[src/hw/rtl/meti_pkg.sv]
// Shared types, constants and fixed-point helpers for the escape-time iterator.
package meti_pkg;

    localparam int COORD_WIDTH = 32;
    localparam int FRAC_BITS   = 26;
    localparam int CNT_WIDTH   = 16;
    localparam int PROD_WIDTH  = 2 * COORD_WIDTH;
    localparam int CFG_WIDTH   = 16;
    localparam int CFG_IDX_WIDTH = 1;

    localparam logic [CFG_IDX_WIDTH-1:0] CFG_MAX_ITER   = 1'b0;
    localparam logic [CFG_IDX_WIDTH-1:0] CFG_KEEP_GOING = 1'b1;

    localparam logic [CNT_WIDTH-1:0] MAX_ITER_RESET = 16'd256;

    localparam logic signed [COORD_WIDTH-1:0] WORD_MAX = {1'b0, {(COORD_WIDTH-1){1'b1}}};
    localparam logic signed [COORD_WIDTH-1:0] WORD_MIN = {1'b1, {(COORD_WIDTH-1){1'b0}}};
    localparam logic [COORD_WIDTH-1:0] UWORD_MAX = {COORD_WIDTH{1'b1}};

    // escape thresholds 4.0 and 16.0 in the norm format
    localparam logic [PROD_WIDTH-1:0] NORM_LIM4  = PROD_WIDTH'(4)  << FRAC_BITS;
    localparam logic [PROD_WIDTH-1:0] NORM_LIM16 = PROD_WIDTH'(16) << FRAC_BITS;

    typedef struct packed {
        logic signed [COORD_WIDTH-1:0] c_re;
        logic signed [COORD_WIDTH-1:0] c_im;
    } in_beat_t;

    typedef struct packed {
        logic [CNT_WIDTH-1:0]          iter_count;
        logic                          inside_set;
        logic signed [COORD_WIDTH-1:0] escape_z_re;
        logic signed [COORD_WIDTH-1:0] escape_z_im;
        logic [COORD_WIDTH-1:0]        escape_norm;
        logic signed [COORD_WIDTH-1:0] final_z_re;
        logic signed [COORD_WIDTH-1:0] final_z_im;
    } out_beat_t;

    typedef enum logic [2:0] {
        ST_IDLE,
        ST_CHECK,
        ST_MUL_RR,
        ST_MUL_II,
        ST_MUL_RI,
        ST_EVAL,
        ST_UPDATE,
        ST_FINISH
    } ctrl_state_t;

    typedef enum logic [2:0] {
        OP_NONE,
        OP_LOAD,
        OP_MUL_RR,
        OP_MUL_II,
        OP_MUL_RI,
        OP_EVAL,
        OP_UPDATE
    } dp_op_t;

    typedef struct packed {
        logic more;  // pass index below the bound
        logic stop;  // escaped, past the stop threshold, keep-going clear
    } dp_status_t;

    // floor-shift a full product and saturate to a signed word
    function automatic logic signed [COORD_WIDTH-1:0] prod_to_word(
        input logic signed [PROD_WIDTH-1:0] p,
        input int unsigned                  sh
    );
        logic signed [PROD_WIDTH-1:0]  s;
        logic signed [COORD_WIDTH-1:0] r;
        s = p >>> sh;
        if (s[PROD_WIDTH-1:COORD_WIDTH-1] == {(PROD_WIDTH-COORD_WIDTH+1){s[PROD_WIDTH-1]}})
            r = s[COORD_WIDTH-1:0];
        else
            r = s[PROD_WIDTH-1] ? WORD_MIN : WORD_MAX;
        return r;
    endfunction

    // non-negative square to unsigned word, saturated
    function automatic logic [COORD_WIDTH-1:0] square_to_uword(
        input logic signed [PROD_WIDTH-1:0] p
    );
        logic [PROD_WIDTH-1:0]  s;
        logic [COORD_WIDTH-1:0] r;
        s = p >> FRAC_BITS;
        if (|s[PROD_WIDTH-1:COORD_WIDTH])
            r = UWORD_MAX;
        else
            r = s[COORD_WIDTH-1:0];
        return r;
    endfunction

    function automatic logic signed [COORD_WIDTH-1:0] add_sat(
        input logic signed [COORD_WIDTH-1:0] a,
        input logic signed [COORD_WIDTH-1:0] b
    );
        logic signed [COORD_WIDTH:0]   s;
        logic signed [COORD_WIDTH-1:0] r;
        s = {a[COORD_WIDTH-1], a} + {b[COORD_WIDTH-1], b};
        if (s[COORD_WIDTH] != s[COORD_WIDTH-1])
            r = s[COORD_WIDTH] ? WORD_MIN : WORD_MAX;
        else
            r = s[COORD_WIDTH-1:0];
        return r;
    endfunction

    function automatic logic signed [COORD_WIDTH-1:0] sub_sat(
        input logic signed [COORD_WIDTH-1:0] a,
        input logic signed [COORD_WIDTH-1:0] b
    );
        logic signed [COORD_WIDTH:0]   s;
        logic signed [COORD_WIDTH-1:0] r;
        s = {a[COORD_WIDTH-1], a} - {b[COORD_WIDTH-1], b};
        if (s[COORD_WIDTH] != s[COORD_WIDTH-1])
            r = s[COORD_WIDTH] ? WORD_MIN : WORD_MAX;
        else
            r = s[COORD_WIDTH-1:0];
        return r;
    endfunction

    function automatic logic [COORD_WIDTH-1:0] norm_add(
        input logic [COORD_WIDTH-1:0] a,
        input logic [COORD_WIDTH-1:0] b
    );
        logic [COORD_WIDTH:0]   s;
        logic [COORD_WIDTH-1:0] r;
        s = {1'b0, a} + {1'b0, b};
        r = s[COORD_WIDTH] ? UWORD_MAX : s[COORD_WIDTH-1:0];
        return r;
    endfunction

endpackage

[src/hw/rtl/meti_datapath.sv]
// Orbit datapath: shared multiplier, saturating adders, escape bookkeeping.
module meti_datapath (
    input  logic                                   clk,
    input  logic                                   rst_n,
    input  meti_pkg::dp_op_t                       op,
    input  meti_pkg::in_beat_t                     in_data,
    input  logic [meti_pkg::CNT_WIDTH-1:0]         max_iterations,
    input  logic                                   keep_going_after_escape,
    output meti_pkg::dp_status_t                   status,
    output meti_pkg::out_beat_t                    result
);

    localparam int W = meti_pkg::COORD_WIDTH;
    localparam int P = meti_pkg::PROD_WIDTH;
    localparam int C = meti_pkg::CNT_WIDTH;

    logic signed [W-1:0] c_re_reg, c_im_reg;
    logic signed [W-1:0] orbit_re_reg, orbit_im_reg;
    logic signed [W-1:0] prior_re_reg, prior_im_reg;
    logic signed [W-1:0] esc_re_reg, esc_im_reg;
    logic [W-1:0]        esc_norm_reg;
    logic [C-1:0]        step_reg, count_reg;
    logic                escaped_reg;
    logic signed [P-1:0] prod_reg;
    logic signed [W-1:0] sq_re_reg, diff_reg, acc_re_reg, acc_im_reg;
    logic [W-1:0]        usq_re_reg, usq_im_reg;

    logic signed [W-1:0] mul_a, mul_b;
    logic signed [P-1:0] prod_next;
    logic [W-1:0]        norm;
    logic                esc_now, escaped_next;

    always_comb
    begin
        case (op)
            meti_pkg::OP_MUL_II:
            begin
                mul_a = orbit_im_reg;
                mul_b = orbit_im_reg;
            end
            meti_pkg::OP_MUL_RI:
            begin
                mul_a = orbit_re_reg;
                mul_b = orbit_im_reg;
            end
            default:
            begin
                mul_a = orbit_re_reg;
                mul_b = orbit_re_reg;
            end
        endcase
    end

    assign prod_next = mul_a * mul_b;

    // escape test on the norm of the current z
    assign norm         = meti_pkg::norm_add(usq_re_reg, usq_im_reg);
    assign esc_now      = (step_reg != '0) && !escaped_reg
                          && (P'(norm) > meti_pkg::NORM_LIM4);
    assign escaped_next = escaped_reg | esc_now;

    assign status.more = step_reg < max_iterations;
    assign status.stop = escaped_next && (P'(norm) > meti_pkg::NORM_LIM16)
                         && !keep_going_after_escape;

    always_ff @(posedge clk or negedge rst_n)
    begin
        if (!rst_n)
        begin
            step_reg    <= '0;
            escaped_reg <= 1'b0;
        end
        else
        begin
            if (op == meti_pkg::OP_LOAD)
            begin
                step_reg    <= '0;
                escaped_reg <= 1'b0;
            end
            else if (op == meti_pkg::OP_EVAL)
            begin
                escaped_reg <= escaped_next;
            end
            else if (op == meti_pkg::OP_UPDATE)
            begin
                step_reg <= step_reg + C'(1);
            end
        end
    end

    always_ff @(posedge clk)
    begin
        case (op)
            meti_pkg::OP_LOAD:
            begin
                c_re_reg     <= in_data.c_re;
                c_im_reg     <= in_data.c_im;
                orbit_re_reg <= in_data.c_re;
                orbit_im_reg <= in_data.c_im;
                prior_re_reg <= in_data.c_re;
                prior_im_reg <= in_data.c_im;
                count_reg    <= '0;
                esc_re_reg   <= '0;
                esc_im_reg   <= '0;
                esc_norm_reg <= '0;
            end
            meti_pkg::OP_MUL_RR:
            begin
                prod_reg <= prod_next;
            end
            meti_pkg::OP_MUL_II:
            begin
                prod_reg   <= prod_next;
                sq_re_reg  <= meti_pkg::prod_to_word(prod_reg, meti_pkg::FRAC_BITS);
                usq_re_reg <= meti_pkg::square_to_uword(prod_reg);
            end
            meti_pkg::OP_MUL_RI:
            begin
                prod_reg   <= prod_next;
                usq_im_reg <= meti_pkg::square_to_uword(prod_reg);
                diff_reg   <= meti_pkg::sub_sat(sq_re_reg,
                                  meti_pkg::prod_to_word(prod_reg, meti_pkg::FRAC_BITS));
            end
            meti_pkg::OP_EVAL:
            begin
                if (esc_now)
                begin
                    count_reg    <= step_reg;
                    esc_re_reg   <= orbit_re_reg;
                    esc_im_reg   <= orbit_im_reg;
                    esc_norm_reg <= norm;
                end
                acc_re_reg <= meti_pkg::add_sat(diff_reg, c_re_reg);
                // cross term 2*re*im: one fraction bit less of shift
                acc_im_reg <= meti_pkg::add_sat(
                                  meti_pkg::prod_to_word(prod_reg, meti_pkg::FRAC_BITS - 1),
                                  c_im_reg);
            end
            meti_pkg::OP_UPDATE:
            begin
                orbit_re_reg <= meti_pkg::add_sat(acc_re_reg, prior_re_reg);
                orbit_im_reg <= meti_pkg::add_sat(acc_im_reg, prior_im_reg);
                prior_re_reg <= orbit_re_reg;
                prior_im_reg <= orbit_im_reg;
                if (!escaped_reg)
                    count_reg <= step_reg + C'(1);
            end
            default:
            begin
            end
        endcase
    end

    assign result.iter_count  = count_reg;
    assign result.inside_set  = !escaped_reg;
    assign result.escape_z_re = esc_re_reg;
    assign result.escape_z_im = esc_im_reg;
    assign result.escape_norm = esc_norm_reg;
    assign result.final_z_re  = orbit_re_reg;
    assign result.final_z_im  = orbit_im_reg;

endmodule

[src/hw/rtl/meti_ctrl.sv]
// Pass sequencer: steps the datapath through multiply, evaluate and update.
module meti_ctrl (
    input  logic                 clk,
    input  logic                 rst_n,
    input  logic                 in_valid,
    output logic                 in_ready,
    input  logic                 out_free,
    output logic                 out_load,
    input  meti_pkg::dp_status_t status,
    output meti_pkg::dp_op_t     op
);

    meti_pkg::ctrl_state_t state_reg, state_next;

    always_ff @(posedge clk or negedge rst_n)
    begin
        if (!rst_n)
            state_reg <= meti_pkg::ST_IDLE;
        else
            state_reg <= state_next;
    end

    always_comb
    begin
        state_next = state_reg;
        in_ready   = 1'b0;
        out_load   = 1'b0;
        op         = meti_pkg::OP_NONE;
        unique case (state_reg)
            meti_pkg::ST_IDLE:
            begin
                in_ready = 1'b1;
                if (in_valid)
                begin
                    op         = meti_pkg::OP_LOAD;
                    state_next = meti_pkg::ST_CHECK;
                end
            end
            meti_pkg::ST_CHECK:
            begin
                state_next = status.more ? meti_pkg::ST_MUL_RR : meti_pkg::ST_FINISH;
            end
            meti_pkg::ST_MUL_RR:
            begin
                op         = meti_pkg::OP_MUL_RR;
                state_next = meti_pkg::ST_MUL_II;
            end
            meti_pkg::ST_MUL_II:
            begin
                op         = meti_pkg::OP_MUL_II;
                state_next = meti_pkg::ST_MUL_RI;
            end
            meti_pkg::ST_MUL_RI:
            begin
                op         = meti_pkg::OP_MUL_RI;
                state_next = meti_pkg::ST_EVAL;
            end
            meti_pkg::ST_EVAL:
            begin
                op         = meti_pkg::OP_EVAL;
                state_next = status.stop ? meti_pkg::ST_FINISH : meti_pkg::ST_UPDATE;
            end
            meti_pkg::ST_UPDATE:
            begin
                op         = meti_pkg::OP_UPDATE;
                state_next = meti_pkg::ST_CHECK;
            end
            meti_pkg::ST_FINISH:
            begin
                if (out_free)
                begin
                    out_load   = 1'b1;
                    state_next = meti_pkg::ST_IDLE;
                end
            end
            default:
            begin
                state_next = meti_pkg::ST_IDLE;
            end
        endcase
    end

`ifndef SYNTHESIS
    a_accept_to_check: assert property (@(posedge clk) disable iff (!rst_n)
        (in_valid && in_ready) |=> (state_reg == meti_pkg::ST_CHECK))
        else $error("accepted beat did not start a pass check");

    a_update_after_eval: assert property (@(posedge clk) disable iff (!rst_n)
        (state_reg == meti_pkg::ST_UPDATE) |-> ($past(state_reg) == meti_pkg::ST_EVAL))
        else $error("orbit update without a preceding evaluation");

    a_pass_starts_at_check: assert property (@(posedge clk) disable iff (!rst_n)
        (state_reg == meti_pkg::ST_MUL_RR) |-> ($past(state_reg) == meti_pkg::ST_CHECK))
        else $error("pass started without a bound check");

    a_finish_entry: assert property (@(posedge clk) disable iff (!rst_n)
        (state_reg == meti_pkg::ST_FINISH && $past(state_reg) != meti_pkg::ST_FINISH)
        |-> ($past(state_reg) == meti_pkg::ST_CHECK || $past(state_reg) == meti_pkg::ST_EVAL))
        else $error("finish entered from an unexpected state");
`endif

endmodule

[src/hw/rtl/manowar_escape_time_iterator.sv]
// Top level of the escape-time iterator: config registers, output register, core.
//
// One pixel coordinate c (signed Q6.26 real and imaginary parts) is taken per
// input beat and produces one result beat. Pixels are processed one at a time.
// A pass of the orbit loop is a bound check, three products (re*re, im*im,
// re*im) through one shared 32x32 multiplier, an evaluation step (norm,
// escape test, first saturating add) and an update step (second saturating
// add). The output register lets a new pixel be accepted while the previous
// result beat is still waiting downstream. max_iterations of 0 yields the
// coordinate itself as final z with a count of 0. Configuration (index 0:
// max_iterations, index 1: keep_going_after_escape) is written through
// cfg_we/cfg_index/cfg_data and should only change while the block is idle.
module manowar_escape_time_iterator (
    input  logic                                 clk,
    input  logic                                 rst_n,
    input  logic                                 in_valid,
    output logic                                 in_ready,
    input  meti_pkg::in_beat_t                   in_data,
    output logic                                 out_valid,
    input  logic                                 out_ready,
    output meti_pkg::out_beat_t                  out_data,
    input  logic                                 cfg_we,
    input  logic [meti_pkg::CFG_IDX_WIDTH-1:0]   cfg_index,
    input  logic [meti_pkg::CFG_WIDTH-1:0]       cfg_data
);

    logic [meti_pkg::CNT_WIDTH-1:0] max_iter_reg;
    logic                           keep_going_reg;

    logic                 out_valid_reg;
    meti_pkg::out_beat_t  out_data_reg;

    meti_pkg::dp_op_t     op;
    meti_pkg::dp_status_t status;
    meti_pkg::out_beat_t  result;
    logic                 out_free;
    logic                 out_load;

    // config registers, to be written only between pixels; the block does not enforce it
    always_ff @(posedge clk or negedge rst_n)
    begin
        if (!rst_n)
        begin
            max_iter_reg   <= meti_pkg::MAX_ITER_RESET;
            keep_going_reg <= 1'b0;
        end
        else if (cfg_we)
        begin
            unique case (cfg_index)
                meti_pkg::CFG_MAX_ITER:   max_iter_reg   <= cfg_data;
                meti_pkg::CFG_KEEP_GOING: keep_going_reg <= cfg_data[0];
                default:
                begin
                end
            endcase
        end
    end

    // result slot is free if empty or drained this cycle
    assign out_free = !out_valid_reg || out_ready;

    always_ff @(posedge clk or negedge rst_n)
    begin
        if (!rst_n)
            out_valid_reg <= 1'b0;
        else if (out_load)
            out_valid_reg <= 1'b1;
        else if (out_ready)
            out_valid_reg <= 1'b0;
    end

    always_ff @(posedge clk)
    begin
        if (out_load)
            out_data_reg <= result;
    end

    assign out_valid = out_valid_reg;
    assign out_data  = out_data_reg;

    meti_ctrl u_ctrl (
        .clk      (clk),
        .rst_n    (rst_n),
        .in_valid (in_valid),
        .in_ready (in_ready),
        .out_free (out_free),
        .out_load (out_load),
        .status   (status),
        .op       (op)
    );

    meti_datapath u_datapath (
        .clk                     (clk),
        .rst_n                   (rst_n),
        .op                      (op),
        .in_data                 (in_data),
        .max_iterations          (max_iter_reg),
        .keep_going_after_escape (keep_going_reg),
        .status                  (status),
        .result                  (result)
    );

endmodule

[config.mk]
export PLATFORM = sky130hd
export DESIGN_NAME = manowar_escape_time_iterator
export DESIGN_NICKNAME = d
export VERILOG_FILES = /design/src/hw/rtl/meti_pkg.sv /design/src/hw/rtl/meti_datapath.sv /design/src/hw/rtl/meti_ctrl.sv /design/src/hw/rtl/manowar_escape_time_iterator.sv
export SDC_FILE = /design/constraint.sdc
export NUM_CORES = 2
export LEC_CHECK = 0
export ABC_AREA = 0
export BUFFER_PORTS_ARGS = -buffer_cell sky130_fd_sc_hd__buf_4
export CAP_MARGIN = 25
export CORE_AREA = 2 2 451 543
export DETAILED_ROUTE_END_ITERATION = 12
export DIE_AREA = 0 0 453 545
export PLACE_DENSITY = 0.41
export SLEW_MARGIN = 20
export SYNTH_ARGS = -nofsm -noshare
export SYNTH_HDL_FRONTEND = slang
export SYNTH_SLANG_ARGS = --single-unit
[constraint.sdc]
create_clock -name clk -period 13.64 [get_ports clk]
set_input_delay 0.682 -clock clk [delete_from_list [all_inputs] [get_ports clk]]
set_output_delay 0.682 -clock clk [all_outputs]
set_load 0.005 [all_outputs]
; ---- Word level (Yosys, flattened, before mapping)
; Index checks and enable logic that the tools add are counted.
[word_totals]
latch_bits = 0
input_bits = 86
output_inout_bits = 179
romBits = 0
word_cells = 140
regBits = 775
ramBits = 0
mem_count = 0
[classes]
n_reduce_logical = 23
div = 0
bitwise_logic = 2
eq_ne = 25
n_mul = 1
mux = 49
add_sub_neg = 7
shifts = 0
n_lt_le_gt_ge = 3
[op_table]
columns = cell, n
row1 = 2-to-1 mux 32 bit, 22
row2 = one-hot mux 32 bit (2 select lines), 7
row3 = adder 32 x 32 -> 33 bit, 5
row4 = 2-to-1 mux 16 bit, 5
row5 = multiplier 32 x 32 -> 64 bit, 1
row6 = one-hot mux 16 bit (3 select lines), 1
row7 = subtractor 32 x 32 -> 33 bit, 1
row8 = > comparator 32 x 29 -> 1 bit (second input constant), 1
row9 = > comparator 32 x 31 -> 1 bit (second input constant), 1
row10 = one-hot mux 3 bit (8 select lines), 1
row11 = == test 3 bit (second input constant), 7
row12 = one-hot mux 3 bit (6 select lines), 1
row13 = adder 16 x 1 -> 16 bit (second input constant), 1
row14 = < comparator 16 bit, 1
row15 = nonzero test 16 bit, 1
row16 = == test 3 x 2 -> 1 bit (second input constant), 4
row17 = AND reduction 2 bit, 5
row18 = 2-to-1 mux 1 bit, 9
row19 = 2-to-1 mux 3 bit, 3
row20 = == test 7 bit, 1
row21 = == test 3 x 1 -> 1 bit (second input constant), 2
row22 = == test 6 bit, 1
row23 = != test 2 bit (second input constant), 3
row24 = nonzero test 2 bit, 3
row25 = other kinds (13), 23

; ---- Logic depth before layout (Yosys ltp)
[logic_depth]
ltp_word = 9
ltp_mapped = 36
mapped_depth_nobuf = 33

; ---- Modules after synthesis
; Synthesis repeated with hierarchy kept, for this count alone.
[unflattened]
cells_unflattened = 6919
area_unflattened_um2 = 72383.2
[by_module_without_submodules]
columns = mod, seq_area_each_um2, instances, area_per_inst_um2, cells_per_inst
row1 = meti_datapath, 16490.8, 1, 66104.6, 6673
row2 = manowar_escape_time_iterator, 5766.8, 1, 6057.1, 218
row3 = meti_ctrl, 75.1, 1, 221.5, 28

; ---- Least setup slack after synthesis
; OpenSTA, ideal clock, no wires.
[synth_timing]
path_type = register to register
startpoint = reg u_ctrl.state_reg[2]
endpoint = reg u_datapath.prod_reg[63] (data pin)
setup_time_ns = 0.260
n_path_buf = 4
t_arrival_ns = 10.319
setup_slack_ns = 3.061
required_time_ns = 13.380
path_stages_with_launch = 35
synth_period_minus_slack_ns = 10.579
cell_sequence = dfrtp_1 -> clkbuf_1 -> nor2b_1 -> nand2b_1 -> inv_1 -> nor2_1 -> clkbuf_1 -> clkbuf_1 -> mux2i_1 -> clkbuf_1 -> nor2_1 -> fa_1 -> fa_1 -> fa_1 -> inv_1 -> fa_1 -> inv_1 -> fa_1 -> inv_1 -> fa_1 -> inv_1 -> fa_1 -> fa_1 -> ha_1 -> nand2_1 -> o21a_1 -> a2111o_1 -> a32o_1 -> o311ai_1 -> a21oi_1 -> o21ai_1 -> a21oi_1 -> o31ai_1 -> a31oi_1 -> xnor2_1
[synth_via]
elab_chain_len = 6
word_cells_on_any_way = 13
classes_between = mul: 1 / eq/ne: 7 / mux: 3 / reduce/logical: 2
[synth_rtl]
columns = element, line_no
row1 = from (decl), meti_ctrl.sv:13  ; meti_pkg::ctrl_state_t state_reg, state_next;
row2 = from (signal assigned), meti_ctrl.sv:18  ; state_reg <= meti_pkg::ST_IDLE;
row3 = from (signal assigned), meti_ctrl.sv:20  ; state_reg <= state_next;
row4 = == test 3 bit (tied with other cells), meti_ctrl.sv:29  ; unique case (state_reg)
row5 = one-hot mux 3 bit (6 select lines) *, meti_ctrl.sv:29
row6 = == test 3 x 2 -> 1 bit or == test 3 bit (tied branches), meti_datapath.sv:35  ; case (op)
row7 = OR reduction 2 bit (no line), n/a
row8 = 2-to-1 mux 32 bit, meti_datapath.sv:35
row9 = multiplier 32 x 32 -> 64 bit *, meti_datapath.sv:54  ; assign prod_next = mul_a * mul_b;
row10 = net u_datapath.prod_next[63], meti_datapath.sv:29  ; logic signed [P-1:0] prod_next;
row11 = to (signal assigned), meti_datapath.sv:109  ; prod_reg <= prod_next;
row12 = to (signal assigned), meti_datapath.sv:113  ; prod_reg <= prod_next;
row13 = to (signal assigned), meti_datapath.sv:119  ; prod_reg <= prod_next;
row14 = to (decl), meti_datapath.sv:24  ; logic signed [P-1:0] prod_reg;
; The timed path passes the listed nets; every way through them passes the cells marked *.
; A chain may end at the register's enable or synchronous reset.

; ---- Final worst setup path
[layout_timing]
startpoint = reg u_ctrl.state_reg[0]
endpoint = reg u_datapath.prod_reg[59] (data pin)
; Same word-level chain as after synthesis.

==> flow_metrics.env <==
export IMPL_status="finished, final reports clean"
export IMPL_n_fill_cell=24562
export IMPL_cts_hold_fix_buffers=0
export IMPL_dp_slack_ns=1.77
export IMPL_io_pins=265
export IMPL_clock_latency_ns=0.67
export IMPL_drive_above_1_share_pct=9.67
export IMPL_grt_pass1_wl_mm=401
export IMPL_drt_pass1_iterations=5
export IMPL_core_mm2=0.242
export IMPL_crit_end="u_datapath.prod_reg[59]"
export IMPL_postLayoutCellArea_mm2=0.0816
export IMPL_cts_buffers=77
export IMPL_grt_busiest_layer="met2"
export IMPL_synthesis_area_mm2=0.0722
export IMPL_synthArstFlopShare_pct=5.07
export IMPL_drcViolationCount=0
export IMPL_cp_max_fo=77
export IMPL_synth_avg_cell_area_um2=10.3
export IMPL_cts_tree="yes"
export IMPL_die_area_mm2=0.247
export IMPL_yosys_area_top_type="fa_1"
export IMPL_maxCapViolCount=0
export IMPL_ys_warn_count=0
export IMPL_clkTransAtPathRegs_ns=0.07
export IMPL_yosysTopAreaCellShare_pct=30.1
export IMPL_r2r_cells=31
export IMPL_clock_tree_root_cell="clkbuf_16"
export IMPL_worst_slew_pin_transition_ns=1.13
export IMPL_globalplace_congestion=0.881
export IMPL_gr_usage_met3_pct=2.81
export IMPL_grt_pass1_vias=55909
export IMPL_drt_iter0_markers=3916
export IMPL_largest_reg_flops=177
export IMPL_ys_ff_latch=750
export IMPL_grt_overflow_total=0
export IMPL_synth_top_cells_by_area="fa_1 30%, edfxtp_1 30%, ha_1 6.8%, inv_1 5.6%, nand2_1 4.6%"
export IMPL_syn_inst=6988
export IMPL_place_hpwl_mm=218
export IMPL_die_w_um=453
export IMPL_post_cts_buffers=0
export IMPL_startpoint_type="register"
export IMPL_cts_htree_levels=3
export IMPL_clock_fmax_mhz=83.5
export IMPL_reg2reg_to="u_datapath.prod_reg[59]"
export IMPL_timing_hold_violations_final=0
export IMPL_nets=8778
export IMPL_finalCriticalPeriod_ns=11.97
export IMPL_crit_family="adder cells"
export IMPL_use_met1_pct=27.5
export IMPL_cpMostUsedCell="fa_1"
export IMPL_grt_util_all_layers_pct=22.5
export IMPL_numPortBuffers=264
export IMPL_critPathCaptureType="register"
export IMPL_drt_total_wl_mm=279
export IMPL_fin_ws_ns=1.67
export IMPL_critical_path_class="register to register"
export IMPL_initial_utilization_pct=29.9
export IMPL_fin_crit_sh_pct=87.8
export IMPL_syn_nets=8551
export IMPL_synth_flop_cell="edfxtp_1"
export IMPL_wire_per_inst_um=26.6
export IMPL_slew_violations=0
export IMPL_layout_commonest_cell="fa_1"
export IMPL_tns_ns=0
export IMPL_layout_common_cells="1087 x fa_1, 1069 x inv_1, 880 x nand2_1"
export IMPL_cts_sinks=750
export IMPL_crit_required_ns=14.04
export IMPL_cp_arrival_ns=12.37
export IMPL_critPathMaxStageDelay_ns=0.89
export IMPL_setup_viol=0
export IMPL_rsz0062_at_grt="no"
export IMPL_fp_row_count=198
export IMPL_cp_buffers_inverters=7
export IMPL_fp_dieH_um=545
export IMPL_vias=52561
export IMPL_placement_cell_area_mm2=0.0788
export IMPL_areaGrowthSynthToFinish_pct=13.0
export IMPL_ys_seq_area_share_pct=30.9
export IMPL_use_met2_pct=39.9
export IMPL_crit_start="u_ctrl.state_reg[0]"
export IMPL_antenna_found_initial=10
export IMPL_finalClockSkew_ns=0.0332
export IMPL_relSlewSlack_pct=24.5
export IMPL_synth_cell_type_count=95
export IMPL_vias_per_cell=5.01
export IMPL_crit_cells=31
export IMPL_cpMaxStageDelayCell="nor2_4"
export IMPL_max_clock_path_buffers=3
export IMPL_hold_path_class="input pin to asynchronous set/reset pin"
export IMPL_r2r_start="u_ctrl.state_reg[0]"
export IMPL_grt_max_degree=104
export IMPL_synth_edf_count=712
export IMPL_ant_nets=0
export IMPL_postCtsResizedCells=0
export IMPL_rrSetupSlack_ns=1.67
-- layer usage --
| metal | up-vias | share of wire, % |
|---|---|---|
| li1 | 23108 | - |
| met1 | 27403 | 40 |
| met2 | 1632 | 50 |
| met3 | 416 | 5.3 |
| met4 | 2 | 4.7 |
| met5 | - | 0.0065 |
-- Yosys cell counts (59+ instances only) --
cell,count
xor2_1,65
nand3_1,59
fa_1,1087
nand2b_1,61
ha_1,390
nand2_1,883
edfxtp_1,712
inv_1,1072
a21oi_1,307
clkbuf_1,263
o21ai_0,224
mux2i_1,60
xnor2_1,147
and3_1,89
a21o_1,146
nor2_1,755
-- stage by stage --
stage	hold slack (ns)	instances	utilization, %
floorplan	0.386	6988	-
global placement	0.401	10325	32.6
detailed placement	0.405	10333	32.6
CTS	0.0455	10474	33.7
global route	0.0907	10478	33.8
finish	0.0714	10483	33.8
-- how the worst min path moves through the flow --
| stage | slack (ns) | startpoint | cells past startpoint | to |
|---|---|---|---|---|
| finish | 0.07 | rst_n | 1 | u_datapath.escaped_reg |
| global route | 0.09 | rst_n | 1 | u_datapath.escaped_reg |
| CTS | 0.05 | rst_n | 1 | u_datapath.step_reg[2] |
| detailed placement | 0.40 | u_datapath.esc_re_reg[29] | 0 | out_data[157] |
| global placement | 0.40 | u_datapath.esc_im_reg[19] | 0 | out_data[115] |
| floorplan | 0.39 | rst_n | 0 | keep_going_reg |
-- area by class of cell --
cell class | count | area [um2] | share of cell area, %
Clock buffer | 94 | 2090 | 2.57
Inverter | 1074 | 4040 | 4.95
Tap cell | 3200 | 4000 | 4.91
Antenna cell | 6 | 15.0 | 0.0184
Multi-Input combinational cell | 4885 | 45200 | 55.4
Clock inverter | 47 | 581 | 0.711
Timing Repair Buffer | 427 | 3360 | 4.12
Sequential cell | 750 | 22300 | 27.4
-- logic make-up (layout without fill, tap and decap cells) --
kind of cell / Yosys count / in the layout / share of synthesized area, %
buffers and inverters: 1353 / 1642 / 7.04
AO/OA/AOI/OAI: 1006 / 1006 / 8.72
flip-flops: 750 / 750 / 30.9
adder cells (fa/ha/maj): 1501 / 1501 / 37.2
other: 0 / 6 / 0
multiplexers: 86 / 86 / 1.24
AND/OR/NAND/NOR: 2079 / 2079 / 12.3
XOR/XNOR: 213 / 213 / 2.59
Power is not shown: default switching activity piles up to over one toggle a cycle in this logic, so the estimate is an artifact.
